File: src/rtl/core/lvlm_pkg.sv
package lvlm_pkg;

	localparam int FRAC_BITS = 8;
	localparam int LEVELS = 8;
	localparam int SAMPLE_W = 10;
	localparam int SMOOTH_W = SAMPLE_W + FRAC_BITS;
	localparam int LEVEL_W = 4;
	localparam int MASK_W = 8;
	localparam int FACTOR_W = 9;
	localparam int HYST_W = 16;
	localparam int DIV_STEPS = SAMPLE_W;
	localparam int CNT_W = 4;

	localparam logic [2:0] REG_RISE = 3'd0;
	localparam logic [2:0] REG_FALL = 3'd1;
	localparam logic [2:0] REG_HYST = 3'd2;
	localparam logic [2:0] REG_STEP = 3'd3;
	localparam logic [2:0] REG_MIN = 3'd4;
	localparam logic [2:0] REG_MAX = 3'd5;

	localparam logic [FACTOR_W-1:0] RISE_RST = 9'd218;
	localparam logic [FACTOR_W-1:0] FALL_RST = 9'd77;
	localparam logic [HYST_W-1:0] HYST_RST = 16'd768;
	localparam logic [SAMPLE_W-1:0] STEP_RST = 10'd12;
	localparam logic [SAMPLE_W-1:0] MIN_RST = 10'd0;
	localparam logic [SAMPLE_W-1:0] MAX_RST = 10'd100;

	typedef struct packed {
		logic [FACTOR_W-1:0] gain_rise;
		logic [FACTOR_W-1:0] gain_fall;
		logic [HYST_W-1:0] hysteresis_band;
		logic [SAMPLE_W-1:0] step_size;
		logic [SAMPLE_W-1:0] window_min;
		logic [SAMPLE_W-1:0] window_max;
	} lvlm_cfg_t;

	typedef enum logic [2:0] {
		ST_IDLE,
		ST_SMOOTH,
		ST_BAND,
		ST_DIV,
		ST_FINISH
	} lvlm_state_t;

	typedef struct packed {
		logic load;
		logic smooth;
		logic band;
		logic div_step;
		logic finish;
	} lvlm_cmd_t;

	typedef struct packed {
		logic need_div;
	} lvlm_stat_t;

endpackage

File: src/rtl/core/lvlm_regs.sv
module lvlm_regs
	import lvlm_pkg::*;
(
	input  logic        clk,
	input  logic        arst_n,
	input  logic        psel,
	input  logic        penable,
	input  logic        pwrite,
	input  logic [4:0]  paddr,
	input  logic [31:0] pwdata,
	output logic [31:0] prdata,
	output logic        pready,
	output lvlm_cfg_t   cfg
);

	lvlm_cfg_t cfg_q;
	logic [2:0] idx;
	logic wr_en;

	assign pready = 1'b1;
	assign idx = paddr[4:2];
	assign wr_en = psel && penable && pwrite;
	assign cfg = cfg_q;

	always_ff @(posedge clk or negedge arst_n) begin
		if (!arst_n) begin
			cfg_q.gain_rise <= RISE_RST;
			cfg_q.gain_fall <= FALL_RST;
			cfg_q.hysteresis_band <= HYST_RST;
			cfg_q.step_size <= STEP_RST;
			cfg_q.window_min <= MIN_RST;
			cfg_q.window_max <= MAX_RST;
		end else if (wr_en) begin
			case (idx)
				REG_RISE: cfg_q.gain_rise <= pwdata[FACTOR_W-1:0];
				REG_FALL: cfg_q.gain_fall <= pwdata[FACTOR_W-1:0];
				REG_HYST: cfg_q.hysteresis_band <= pwdata[HYST_W-1:0];
				REG_STEP: cfg_q.step_size <= pwdata[SAMPLE_W-1:0];
				REG_MIN: cfg_q.window_min <= pwdata[SAMPLE_W-1:0];
				REG_MAX: cfg_q.window_max <= pwdata[SAMPLE_W-1:0];
				default: ;
			endcase
		end
	end

	always_comb begin
		case (idx)
			REG_RISE: prdata = {23'd0, cfg_q.gain_rise};
			REG_FALL: prdata = {23'd0, cfg_q.gain_fall};
			REG_HYST: prdata = {16'd0, cfg_q.hysteresis_band};
			REG_STEP: prdata = {22'd0, cfg_q.step_size};
			REG_MIN: prdata = {22'd0, cfg_q.window_min};
			REG_MAX: prdata = {22'd0, cfg_q.window_max};
			default: prdata = 32'd0;
		endcase
	end

endmodule

File: src/rtl/core/lvlm_ctrl.sv
module lvlm_ctrl
	import lvlm_pkg::*;
(
	input  logic       clk,
	input  logic       arst_n,
	input  logic       s_tvalid,
	input  logic       m_tready,
	input  lvlm_stat_t stat,
	output lvlm_cmd_t  cmd,
	output logic       s_tready,
	output logic       m_tvalid
);

	lvlm_state_t state_q, state_nxt;
	logic [CNT_W-1:0] cnt_q;
	logic out_valid_q;
	logic out_free;
	logic in_fire;

	assign out_free = !out_valid_q || m_tready;
	assign in_fire = s_tvalid && s_tready;
	assign m_tvalid = out_valid_q;

	// next state
	always_comb begin
		state_nxt = state_q;
		case (state_q)
			ST_IDLE: if (s_tvalid) state_nxt = ST_SMOOTH;
			ST_SMOOTH: state_nxt = ST_BAND;
			ST_BAND: state_nxt = stat.need_div ? ST_DIV : ST_FINISH;
			ST_DIV: if (cnt_q == CNT_W'(DIV_STEPS - 1)) state_nxt = ST_FINISH;
			ST_FINISH: if (out_free) state_nxt = ST_IDLE;
			default: state_nxt = ST_IDLE;
		endcase
	end

	// outputs
	always_comb begin
		cmd = '0;
		s_tready = 1'b0;
		case (state_q)
			ST_IDLE: begin
				s_tready = 1'b1;
				cmd.load = s_tvalid;
			end
			ST_SMOOTH: cmd.smooth = 1'b1;
			ST_BAND: cmd.band = 1'b1;
			ST_DIV: cmd.div_step = 1'b1;
			ST_FINISH: cmd.finish = out_free;
			default: ;
		endcase
	end

	always_ff @(posedge clk or negedge arst_n) begin
		if (!arst_n) begin
			state_q <= ST_IDLE;
			cnt_q <= '0;
			out_valid_q <= 1'b0;
		end else begin
			state_q <= state_nxt;
			if (cmd.band)
				cnt_q <= '0;
			else if (cmd.div_step)
				cnt_q <= cnt_q + CNT_W'(1);
			if (cmd.finish)
				out_valid_q <= 1'b1;
			else if (m_tready)
				out_valid_q <= 1'b0;
		end
	end

	assert property (@(posedge clk) disable iff (!arst_n)
		in_fire |=> state_q == ST_SMOOTH)
		else $error("accepted item did not start smoothing");

	assert property (@(posedge clk) disable iff (!arst_n)
		cmd.finish |-> (!out_valid_q || m_tready))
		else $error("result loaded over an untaken result");

	assert property (@(posedge clk) disable iff (!arst_n)
		state_q == ST_DIV |-> cnt_q < CNT_W'(DIV_STEPS))
		else $error("divider ran past its step count");

endmodule

File: src/rtl/core/lvlm_dp.sv
module lvlm_dp
	import lvlm_pkg::*;
(
	input  logic                clk,
	input  logic                arst_n,
	input  lvlm_cfg_t           cfg,
	input  lvlm_cmd_t           cmd,
	input  logic [SAMPLE_W-1:0] sample,
	output lvlm_stat_t          stat,
	output logic [LEVEL_W-1:0]  bar_level,
	output logic [MASK_W-1:0]   lit_mask,
	output logic [SMOOTH_W-1:0] smoothed_value
);

	logic [SAMPLE_W-1:0] sample_q;
	logic [SMOOTH_W-1:0] smoothed_q;
	logic [LEVEL_W-1:0] level_q;

	// smoothing
	logic [SMOOTH_W-1:0] target;
	logic signed [SMOOTH_W:0] diff;
	logic signed [FACTOR_W:0] fac_s;
	logic signed [SMOOTH_W+FACTOR_W+1:0] prod;
	logic signed [SMOOTH_W+3:0] sum;
	logic [SMOOTH_W-1:0] s_new;

	assign target = {sample_q, {FRAC_BITS{1'b0}}};
	assign diff = $signed({1'b0, target}) - $signed({1'b0, smoothed_q});
	assign fac_s = $signed({1'b0, (target > smoothed_q) ? cfg.gain_rise : cfg.gain_fall});
	assign prod = fac_s * diff;
	// floor of product / 256 is the arithmetic shift
	assign sum = $signed({4'd0, smoothed_q})
		+ (SMOOTH_W + 4)'(prod >>> 8);

	always_comb begin
		if (sum < 0)
			s_new = '0;
		else if (sum > $signed({4'd0, {SMOOTH_W{1'b1}}}))
			s_new = '1;
		else
			s_new = sum[SMOOTH_W-1:0];
	end

	// window clamp, max applied last, then offset
	logic [SMOOTH_W-1:0] lo, hi, v_lo, v_cl;
	logic signed [SMOOTH_W:0] v;

	assign lo = {cfg.window_min, {FRAC_BITS{1'b0}}};
	assign hi = {cfg.window_max, {FRAC_BITS{1'b0}}};
	assign v_lo = (smoothed_q < lo) ? lo : smoothed_q;
	assign v_cl = (v_lo > hi) ? hi : v_lo;
	assign v = $signed({1'b0, v_cl}) - $signed({1'b0, lo});

	// hysteresis band, compared in 24-bit signed
	logic [SAMPLE_W-1:0] step_eff;
	logic [13:0] lvl_prod, up_prod;
	logic signed [23:0] vx, hx, low_b, up_b;
	logic outside;

	assign step_eff = (cfg.step_size == '0) ? SAMPLE_W'(1) : cfg.step_size;
	assign lvl_prod = {10'd0, level_q} * {4'd0, step_eff};
	assign up_prod = lvl_prod + {4'd0, step_eff};
	assign vx = 24'(v);
	assign hx = $signed({8'd0, cfg.hysteresis_band});
	assign low_b = $signed({2'd0, lvl_prod, {FRAC_BITS{1'b0}}});
	assign up_b = $signed({2'd0, up_prod, {FRAC_BITS{1'b0}}});
	assign outside = (vx + hx < low_b) || (vx > up_b + hx);
	assign stat.need_div = outside && !v[SMOOTH_W];

	// serial restoring divider: (v >> FRAC_BITS) / step
	logic [SAMPLE_W-1:0] quo_q, dvsr_q, pend_q;
	logic [SAMPLE_W-1:0] rem_q;
	logic [SAMPLE_W:0] rem_sh;
	logic used_div_q;
	logic [LEVEL_W-1:0] pend_lvl_q;

	// remainder stays below the divisor, so it fits the sample width
	assign rem_sh = {rem_q, quo_q[SAMPLE_W-1]};
	assign pend_q = quo_q;

	always_ff @(posedge clk) begin
		if (cmd.load)
			sample_q <= sample;
		if (cmd.band) begin
			rem_q <= '0;
			quo_q <= v[SMOOTH_W-1:FRAC_BITS];
			dvsr_q <= step_eff;
		end else if (cmd.div_step) begin
			if (rem_sh >= {1'b0, dvsr_q}) begin
				rem_q <= SAMPLE_W'(rem_sh - {1'b0, dvsr_q});
				quo_q <= {quo_q[SAMPLE_W-2:0], 1'b1};
			end else begin
				rem_q <= rem_sh[SAMPLE_W-1:0];
				quo_q <= {quo_q[SAMPLE_W-2:0], 1'b0};
			end
		end
	end

	// level resolve and output register
	logic [LEVEL_W-1:0] new_lvl;
	logic [MASK_W-1:0] mask;
	logic [LEVEL_W-1:0] out_lvl_q;
	logic [MASK_W-1:0] out_mask_q;
	logic [SMOOTH_W-1:0] out_s_q;

	always_comb begin
		if (!used_div_q)
			new_lvl = pend_lvl_q;
		else if (pend_q > SAMPLE_W'(LEVELS))
			new_lvl = LEVEL_W'(LEVELS);
		else
			new_lvl = pend_q[LEVEL_W-1:0];
		for (int i = 0; i < MASK_W; i++)
			mask[i] = new_lvl > LEVEL_W'(i);
	end

	always_ff @(posedge clk or negedge arst_n) begin
		if (!arst_n) begin
			smoothed_q <= '0;
			level_q <= '0;
			used_div_q <= 1'b0;
			pend_lvl_q <= '0;
		end else begin
			if (cmd.smooth)
				smoothed_q <= s_new;
			if (cmd.band) begin
				used_div_q <= stat.need_div;
				pend_lvl_q <= outside ? '0 : level_q;
			end
			if (cmd.finish)
				level_q <= new_lvl;
		end
	end

	always_ff @(posedge clk) begin
		if (cmd.finish) begin
			out_lvl_q <= new_lvl;
			out_mask_q <= mask;
			out_s_q <= smoothed_q;
		end
	end

	assign bar_level = out_lvl_q;
	assign lit_mask = out_mask_q;
	assign smoothed_value = out_s_q;

	assert property (@(posedge clk) disable iff (!arst_n)
		level_q <= LEVEL_W'(LEVELS))
		else $error("bar level beyond level count");

endmodule

File: src/rtl/core/level_meter_attack_release_hysteresis_top.sv
// Bar-graph level meter: attack/release smoothing, window clamp, hysteresis.
// Input stream s_*: one 10-bit sample per item. Output stream m_*: one result
// per input item with bar level, lit-segment mask and the Q10.8 smoothed value.
// APB port: six registers at byte address 4*i (rise, fall, hysteresis, step,
// min, max); pready is tied high, reads return the register contents.
// m_tvalid rises after the smooth, band and finish steps when the level stays
// inside its band; when a new level is computed, the one-bit-per-cycle divider
// by step_size runs between the band and finish steps.
// s_tready is high only while no item is in work, so a new item is taken only
// after the last one has left the finish step.
// The result sits in an output register, so a new item is accepted while it
// waits; if m_tready stays low the next item stops at its final step until
// the register frees up.
// Reset (arst_n low) clears the smoothed value and the level to zero, loads
// the register defaults and drops m_tvalid.
module level_meter_attack_release_hysteresis_top
	import lvlm_pkg::*;
(
	input  logic        clk,
	input  logic        arst_n,
	input  logic        s_tvalid,
	output logic        s_tready,
	input  logic [15:0] s_tdata,   // [9:0] sample
	output logic        m_tvalid,
	input  logic        m_tready,
	output logic [31:0] m_tdata,   // [3:0] bar_level, [11:4] lit_mask, [29:12] smoothed_value
	input  logic        psel,
	input  logic        penable,
	input  logic        pwrite,
	input  logic [4:0]  paddr,
	input  logic [31:0] pwdata,
	output logic [31:0] prdata,
	output logic        pready
);

	lvlm_cfg_t cfg;
	lvlm_cmd_t cmd;
	lvlm_stat_t stat;
	logic [LEVEL_W-1:0] bar_level;
	logic [MASK_W-1:0] lit_mask;
	logic [SMOOTH_W-1:0] smoothed_value;

	lvlm_regs u_regs (
		.clk     (clk),
		.arst_n  (arst_n),
		.psel    (psel),
		.penable (penable),
		.pwrite  (pwrite),
		.paddr   (paddr),
		.pwdata  (pwdata),
		.prdata  (prdata),
		.pready  (pready),
		.cfg     (cfg)
	);

	// sequencer: accept, smooth, band test, optional divide, publish
	lvlm_ctrl u_ctrl (
		.clk      (clk),
		.arst_n   (arst_n),
		.s_tvalid (s_tvalid),
		.m_tready (m_tready),
		.stat     (stat),
		.cmd      (cmd),
		.s_tready (s_tready),
		.m_tvalid (m_tvalid)
	);

	lvlm_dp u_dp (
		.clk            (clk),
		.arst_n         (arst_n),
		.cfg            (cfg),
		.cmd            (cmd),
		.sample         (s_tdata[SAMPLE_W-1:0]),
		.stat           (stat),
		.bar_level      (bar_level),
		.lit_mask       (lit_mask),
		.smoothed_value (smoothed_value)
	);

	assign m_tdata = {2'b00, smoothed_value, lit_mask, bar_level};

endmodule
File: config.mk
export PLATFORM = sky130hd
export DESIGN_NAME = level_meter_attack_release_hysteresis_top
export DESIGN_NICKNAME = d
export VERILOG_FILES = /design/src/rtl/core/lvlm_pkg.sv /design/src/rtl/core/lvlm_regs.sv /design/src/rtl/core/lvlm_ctrl.sv /design/src/rtl/core/lvlm_dp.sv /design/src/rtl/core/level_meter_attack_release_hysteresis_top.sv
export SDC_FILE = /design/constraint.sdc
export NUM_CORES = 1
export LEC_CHECK = 0
export BUFFER_PORTS_ARGS = -buffer_cell sky130_fd_sc_hd__buf_2
export CORE_ASPECT_RATIO = 0.8
export CORE_MARGIN = 2
export CORE_UTILIZATION = 30
export CTS_BUF_LIST = sky130_fd_sc_hd__clkbuf_2
export DETAILED_ROUTE_END_ITERATION = 7
export PLACE_DENSITY_LB_ADDON = 0.3
export SYNTH_ARGS = -nofsm -noshare
export SYNTH_HDL_FRONTEND = slang
export SYNTH_SLANG_ARGS = --single-unit
File: constraint.sdc
create_clock -name clk -period 12.3 [get_ports clk]
set_input_delay 0.615 -clock clk [delete_from_list [all_inputs] [get_ports clk]]
set_output_delay 0.615 -clock clk [all_outputs]
set_load 0.02 [all_outputs]
# Word level (Yosys, flattened, before mapping)
# Cells that the tools add are included.
totals:
  elab_cells: 108
  out_inout_bits: 67
  register_bits: 169
  input_bits: 60
op_classes:
  n_mux: 29
  n_reduce_logical: 19
  multipliers: 2
  eq_ne: 13
  n_lt_le_gt_ge: 17
  n_addsub: 8
ops:
  columns: ["cell", "n"]
  rows:
  - ["$pmux 16 s6", 1]
  - ["$mux 18", 4]
  - ["$mux 10", 4]
  - ["$sub 18x18->19", 2]
  - ["$gt 18x18->1", 2]
  - ["$mul 10x19->29", 1]
  - ["$gt 19x24->1", 1]
  - ["$lt 24x23->1", 1]
  - ["$add 22x16->23", 1]
  - ["$add 19x21->22", 1]
  - ["$gt 22x19->1 const B", 1]
  - ["$lt 22x1->1 const B", 1]
  - ["$add 19x17->20", 1]
  - ["$mux 4", 5]
  - ["$lt 18x18->1", 1]
  - ["$gt 4x3->1 const B", 4]
  - ["$pmux 3 s5", 1]
  - ["$add 14x10->14", 1]
  - ["$mul 4x10->14", 1]
  - ["$eq 3x2->1 const B", 4]
  - ["$mux 3", 4]
  - ["$reduce_and 2->1", 6]
  - ["$ge 11x10->1", 1]
  - ["$gt 10x4->1 const B", 1]
  - ["18 further kinds", 38]

# Longest topological paths before layout
# Gate-level depths: netlist of the first run.
depth:
  word_depth: 11
  depth_mapped: 49
  ltp_nobuf: 46

# Modules after synthesis
# Synthesis of the first run repeated with hierarchy kept, for this count alone.
unflattened:
  hier_cells: 2109
  area_unflattened_um2: 19751.4
modules_own_cells:
  columns: ["module", "seq_area_each_um2", "n_inst", "area_each_um2", "cells_per_inst"]
  rows:
  - ["lvlm_dp", 2647.5, 1, 16092.9, 1831]
  - ["lvlm_regs", 1621.6, 1, 3170.5, 228]
  - ["lvlm_ctrl", 200.2, 1, 469.2, 47]
  - ["level_meter_attack_release_hysteresis_top", 0.0, 1, 18.8, 3]

# Worst setup path after synthesis of the first run
# No wires, ideal clock.
synth_path:
  path_type: "flip-flop to flip-flop"
  startpoint: "register u_dp.smoothed_q[12]"
  endpoint: "register u_dp.smoothed_q[11]"
  required_ps: 12147
  setup_time_ps: 153
  n_path_buf: 4
  t_arrival_ps: 9496
  stages_incl_launch_ff: 41
  path_slack_ps: 2651
  synth_period_minus_slack_ps: 9649
  cell_sequence: "dfrtp_1 inv_1 ha_1 a21oi_1 o21ai_0 a221oi_4 a21o_1 buf_4 clkbuf_1 mux2_2 clkbuf_1 nand2_1 fa_1 inv_1 fa_1 fa_1 fa_1 inv_1 [5 not listed] o21a_1 o21ai_0 a211oi_4 and2b_1 nor2_1 xnor2_1 ha_1 nand3_1 nand3b_1 a21o_1 a211oi_1 o21ai_0 nand2_1 nand4_1 or2_2 a21oi_4 buf_6 o221ai_2"
synth_via:
  elab_chain_cells: 7
  elab_cells_between_ends: 9
  cone_classes: "add/sub (2); mul (1); order compare (3); mux (3)"
synth_lines:
  columns: ["element", "line", "source"]
  rows:
  - ["start: declaration", "lvlm_dp.sv:16", "logic [SMOOTH_W-1:0] smoothed_q;"]
  - ["start signal: assignment", "lvlm_dp.sv:125", "smoothed_q <= s_new;"]
  - ["$gt 18x18->1", "lvlm_dp.sv:29", "assign fac_s = $signed({1'b0, (target > smoothed_q) ? cfg.gain_rise : cfg.gain_fall});"]
  - ["$mux 9", "lvlm_dp.sv:29", null]
  - ["$mul 10x19->29", "lvlm_dp.sv:30", "assign prod = fac_s * diff;"]
  - ["$add 19x21->22 (*)", "lvlm_dp.sv:33", "+ (SMOOTH_W + 4)'(prod >>> 8);"]
  - ["$gt 22x19->1", "lvlm_dp.sv:38", "else if (sum > $signed({4'd0, {SMOOTH_W{1'b1}}}))"]
  - ["$mux 18", "lvlm_dp.sv:38", null]
  - ["$mux 18 (*)", "lvlm_dp.sv:36", "if (sum < 0)"]
# Mark *: on every way between the ends. The rest lies on a longest branch, timed or not.
# A chain may end at the register's enable or synchronous reset.

# Worst setup path after layout of the first run
layout_path:
  startpoint: "register u_dp.smoothed_q[12]"
  endpoint: "register u_dp.smoothed_q[0]"
# The elaborated chain is that of the path after synthesis.

==> results of run 1 <==
==> worst reg2reg max path, delay by kind of cell, from the launching register on <==
family	cells	cell delay (ns)
flip-flops	1	0.58
AND/OR/NAND/NOR	6	0.96
XOR/XNOR	1	0.13
buffers and inverters	4	0.32
multiplexers	1	0.80
adder cells (fa/ha/maj)	8	3.65
AO/OA/AOI/OAI	15	4.91
==> path summary, 6_finish.rpt <==
path	startpoint	end	slack (ns)	cells after the start
max	u_dp.smoothed_q[12]	u_dp.smoothed_q[0]	0.83	35
min	pwdata[4]	u_regs.cfg[34]	0.09	3
max reg2reg	u_dp.smoothed_q[12]	u_dp.smoothed_q[0]	0.83	35
min reg2reg	u_dp.rem_q[9]	u_dp.rem_q[9]	0.49	2
max in group asynchronous	arst_n	u_regs.cfg[55]	10.75	3
min in group asynchronous	arst_n	u_regs.cfg[40]	0.20	2
==> registers in the layout, summed over array words and instances (netlist names), 8 cells and up <==
signal	cells
u_regs.cfg	64
u_dp.smoothed_q	18
u_dp.smoothed_value	18
u_dp.dvsr_q	10
u_dp.pend_q	10
u_dp.rem_q	10
u_dp.sample_q	10
u_dp.lit_mask	8
==> layout make-up <==
type	instances	area, µm²
inverters	283	1060
repair buffers	127	811
diodes	2	5.00
clock inverters	15	176
fillers	6734	43800
well taps	860	1080
multi-input cells	1604	13800
clock buffers	17	85.1
flip-flops and latches	169	4500
==> routing by layer <==
| layer | up-vias | track usage |
|---|---|---|
| met1 | 7708 | 0.245 |
| met4 | 8 | 0.0317 |
| met5 | - | 0 |
| met3 | 40 | 0.0261 |
| met2 | 355 | 0.256 |
| li1 | 7317 | - |
==> synthesized netlist by cell type, types with 22 or more instances <==
library cell  count  area (µm²)
inv_1           282        1060
dfrtp_1          83        2080
mux2i_1          39         390
mux2_2           71         800
clkbuf_1         47         176
nor2_1          144         541
o21ai_0         105         526
xor2_1           32         280
a21o_1           56         420
edfxtp_1         60        1800
nand2b_1         28         175
a21oi_1          77         385
nand3_1          22         110
nor2b_1          28         175
xnor2_1          80         701
nand2_1         219         822
and2_1           33         206
ha_1            215        2690
fa_1            163        3260
o21a_1           32         240
==> kinds of logic (layout without fill, tap and decap cells) <==
kind of cell	after synthesis	count (layout)	synth area share
other	2	21	0.000381
XOR/XNOR	112	112	0.0498
buffers and inverters	361	442	0.0739
flip-flops	169	169	0.228
AND/OR/NAND/NOR	572	572	0.137
multiplexers	113	113	0.0628
AO/OA/AOI/OAI	410	410	0.146
adder cells (fa/ha/maj)	378	378	0.302
==> metrics by stage <==
| step | util | setup slack [ns] | area, µm² | hold WS, ns | instances |
|---|---|---|---|---|---|
| after floorplan | - | 2.65 | 19800 | 0.319 | 2134 |
| after global placement | 0.322 | 1.13 | 21000 | 0.443 | 3018 |
| after detailed placement | 0.322 | 1.00 | 21000 | 0.460 | 3018 |
| after CTS | 0.329 | 0.875 | 21500 | 0.0141 | 3074 |
| after global routing | 0.330 | 0.149 | 21500 | 0.0157 | 3076 |
| final | 0.330 | 0.830 | 21600 | 0.0900 | 3077 |
==> summary.txt, run 1 <==
STA
  – Endpoints failing hold: 0
  – Slew Limit Fails: 0
  – Slew HR: 0.236
  – Finish-stage setup viols: 0
  – FMAX: 0.0872 GHz
  – Final period util: 0.933
  – Setup TNS: 0 ns
  – Skew final: just over 0.04 ns
  – Clock period minus final worst setup slack: 11.47 ns
  – Worst Tran Pin Value: roughly 1.1 ns
  – RSZ-0062 raised after global routing: false

CTS
  – Clk Latency, worst-skew pair: roughly 0.85 ns
  – TritonCTS clock tree: yes
  – # Post-CTS Setup Buffers: 0
  – Worst-path clk slew: about 0.33 ns
  – # hold bufs at CTS: 24
  – PostCTS Resize Cnt: 0
  – CTS root buffer: clkbuf_2
  – CTS sink cnt: 169
  – Clock buffer depth: 2
  – H-tree Lvls: 4
  – TritonCTS Buffers: 17

Floorplanning
  – Die Wd: roughly 290 µm
  – Die Area: about 68000 µm²
  – Core area: between 60000 and 70000 µm²
  – IO Pins: 127
  – Rows: 84
  – Die Span Y: approximately 230 µm
  – Starting Density: 0.302

Route
  – DRT met1 WL: ~28000 µm
  – WL final: 56300 µm
  – DR WL/cell: between 15 and 20 µm
  – Met3 routed WL: ~2800 µm
  – Top sig layer: met5
  – Via density per instance: about 5
  – Final ANT Viol Nets: 0
  – Wire length on met2: ~24000 µm
  – Via count: 15428
  – DRC violations left: 0
  – DR iter-0 viols: between 1000 and 1500
  – Drt first pass iters: 7

Critical path
  – CP most frequent cell: fa_1
  – CP Max Fanout: 18
  – Worst path required time: roughly 13 ns
  – Crit-path slowest cell: o22ai_2
  – Setup CP Type: reg2reg
  – CP Buf/Inv Count: 4
  – CP top delay family: compound AO/OA/AOI/OAI gates
  – Crit-path max cell delay: ~0.94 ns
  – Crit start category: flip-flop
  – Worst Path Arrival: approximately 12 ns
  – Worst Setup End Kind: flip-flop

Worst hold path
  – Hold Crit Class: in2reg

Layout
  – Most common cell after layout, fill and taps aside: inv_1
  – Nets@finish: ~2600
  – Share of cells above drive strength 1: 0.121
  – P&R area growth vs syn: 9.34%
  – Most frequent cells in the layout: inv_1, nand2_1, ha_1

Placement
  – Port Buffers: 83
  – GP Congestion: between 0.8 and 0.9
  – Detailed placement HPWL: 45900 µm

Global routing
  – Vias in the first global route: approximately 15000
  – First-pass GRT wire length: ~88000 µm
  – Total track usage: 0.166
  – Congestion Overflow GR: 0
  – Initial antenna violation count: 6
  – Largest net degree at the start of global routing: 72

Synth
  – Post-Syn Area: a little under 20000 µm²
  – Flops & latches, synth: roughly 170
  – Post-synth EDFFs: 60
  – Syn Area/Cell: 9.31 µm²
  – Syn Inst Count: around 2100
  – Synth Flop Type: dfrtp_1
  – Sequential fraction of the synthesis area: 0.228
  – Ys async rst share: 0.586
  – Synth unique cells: 88
  – Synth Warn #: 0

Job
  – Max cap viols: 0

Run status
  – Status: completed
Power of run 1 is not shown: default switching activity piles up to over one toggle a cycle in this logic, so the estimate is an artifact.
==> run 2, diff against run 1 <==
Settings changed: BUFFER_PORTS_ARGS -buffer_cell sky130_fd_sc_hd__buf_2 to -buffer_cell sky130_fd_sc_hd__buf_4, REMOVE_ABC_BUFFERS from default to 1.
==> run 2 against run 1 <==
  * Count of clock-buffer cells in the layout is the same
  * Die area is the same
  * Critical path depth is the same
  * Via count grew 1.8%
==> summary.txt, run 2 (same netlist as run 1, synthesis figures left out) <==
STA
  – Worst Tran Pin Value: 1.25 ns (+0.102 ns)
  – Hold WS: 0.134 ns (+0.0440 ns)
  – Slew Limit Fails: 0 (unchanged)
  – FMAX: 0.0865 GHz (-0.77%)
  – Finish-stage setup viols: 0 (unchanged)
  – Endpoints failing hold: 0 (unchanged)
  – Skew final: 0.0620 ns (+0.0207 ns)
  – Slew HR: 0.168 (-0.0682)
  – Final period util: 0.940 (+0.00724)
  – Setup TNS: 0 ns (unchanged)
  – RSZ-0062 raised after global routing: false
  – Clock period minus final worst setup slack: 11.56 ns (+0.0891 ns)

Critical path
  – Worst Setup SP: u_dp.smoothed_q[10]
  – Crit-path slowest cell: o22ai_2
  – Worst Path Arrival: 12.21 ns (+0.04 ns)
  – Crit path to: u_dp.smoothed_q[0]
  – Worst path required time: 12.96 ns (-0.04 ns)
  – Reg-to-Reg End: u_dp.smoothed_q[0]
  – Crit-path max cell delay: 1.01 ns (+0.07 ns)
  – CP most frequent cell: fa_1
  – Setup CP Type: reg2reg
  – Worst Setup End Kind: flip-flop
  – Crit start category: flip-flop
  – FF-to-FF path depth: 35 (unchanged)
  – Reg2reg start: u_dp.smoothed_q[10]
  – CP Max Fanout: 18 (unchanged)
  – R2r setup slk: 0.74 ns (-0.09 ns)

CTS
  – CTS sink cnt: 169 (unchanged)
  – PostCTS Resize Cnt: 0 (unchanged)
  – TritonCTS Buffers: 17 (unchanged)
  – H-tree Lvls: 4 (unchanged)
  – Worst-path clk slew: 0.30 ns (-0.03 ns)
  – TritonCTS clock tree: yes
  – Clk Latency, worst-skew pair: 0.86 ns (about the same)
  – CTS root buffer: clkbuf_2
  – Clock buffer depth: 2 (unchanged)

Route
  – Via count: 15704 (+1.8%)
  – Via density per instance: 5.09 (+1.6%)
  – DRC violations left: 0 (unchanged)
  – WL final: 57800 µm (+2.8%)
  – Final ANT Viol Nets: 0 (unchanged)
  – Drt first pass iters: 6 (-1)
  – DR iter-0 viols: 1377 (+21%)
  – DR WL/cell: 18.7 µm (+2.5%)

Run status
  – Status: completed

Placement
  – Dpl cells: 3022 (+0.13%)
  – GP Congestion: 0.874 (+0.15%)
  – Port Buffers: 83 (unchanged)
  – Detailed placement HPWL: 47000 µm (+2.3%)

Layout
  – Share of cells above drive strength 1: 0.121 (-0.000833)
  – Nets@finish: 2647 (+0.27%)
  – Final Util: 0.334 (+0.00392)
  – Max FFs per register: 64 (unchanged)
  – Most common cell after layout, fill and taps aside: inv_1
  – Most frequent cells in the layout: inv_1, nand2_1, ha_1
  – P&R area growth vs syn: 10.6%
  – Non-Filler Instances: 3084 (+0.23%)

Floorplanning
  – Core area: 65400 µm² (unchanged)
  – Die Span Y: 233 µm (unchanged)
  – Die Wd: 291 µm (unchanged)
  – Die Area: 67800 µm² (unchanged)
  – IO Pins: 127 (unchanged)
  – Starting Density: 0.302 (unchanged)
  – Rows: 84 (unchanged)

Worst hold path
  – Hold Crit Class: in2async

Job
  – Max cap viols: 0 (unchanged)

Global routing
  – Congestion Overflow GR: 0 (unchanged)
  – Total track usage: 0.172 (+0.00571)
  – First-pass GRT wire length: 90000 µm (+2.5%)
  – Vias in the first global route: 15314 (+0.60%)
  – Initial antenna violation count: 2 (-4)
  – Largest net degree at the start of global routing: 79 (+9.7%)
-- run 2: worst min-delay path by stage --
stage | depth (start not counted) | end | slack, ns | from
CTS | 3 | u_ctrl.m_tvalid | 0.004 | m_tready
detailed placement | 2 | u_dp.rem_q[9] | 0.46 | u_dp.rem_q[9]
floorplan | 0 | u_ctrl.cnt_q[0] | 0.32 | arst_n
finish | 2 | u_regs.cfg[45] | 0.13 | arst_n
global route | 2 | u_regs.cfg[45] | 0.05 | arst_n
global placement | 2 | u_dp.rem_q[9] | 0.44 | u_dp.rem_q[9]
-- run 2: metal layers --
metal  global-route usage  up-vias  wire length, µm
li1                     -     7349                -
met1                0.267     7853            29200
met2                0.248      464            24100
met3               0.0275       38             3940
met4               0.0316        0              592
met5                    0        -                0
-- run 2: what timing repair did --
action / in CTS / in global routing
hold buffers: 27 / 1
hold endpoints to repair: 74 / 1
setup buffers: 0 / 0
-- run 2: worst max-delay path: cells and delay by family, from the launching register on --
kind,cells,cell delay (ns)
AOI/OAI and AO/OA,14,4.82
adders and majority gates,8,3.64
and+or+nand+nor,7,1.03
muxes,1,0.76
DFF,1,0.60
buffers and inverters,4,0.30
xor gates and xnor gates,1,0.13
-- run 2: layout make-up --
type | count | area, µm²
fill | 6834 | 43600
multi-input combinational | 1604 | 13800
sequential | 169 | 4500
timing repair buffer | 134 | 1080
tap | 860 | 1080
inverter | 283 | 1060
clock inverter | 15 | 173
clock buffer | 17 | 85.1
antenna | 2 | 5.00
-- run 2: through the flow --
step                      setup WS, ns  cell area (µm²)
after floorplan                   1.96            19400
after global placement            1.10            21300
after detailed placement         0.997            21300
after CTS                        0.844            21800
after global routing            0.0398            21800
final                            0.741            21800
Power of run 2 is left out for the same reason.
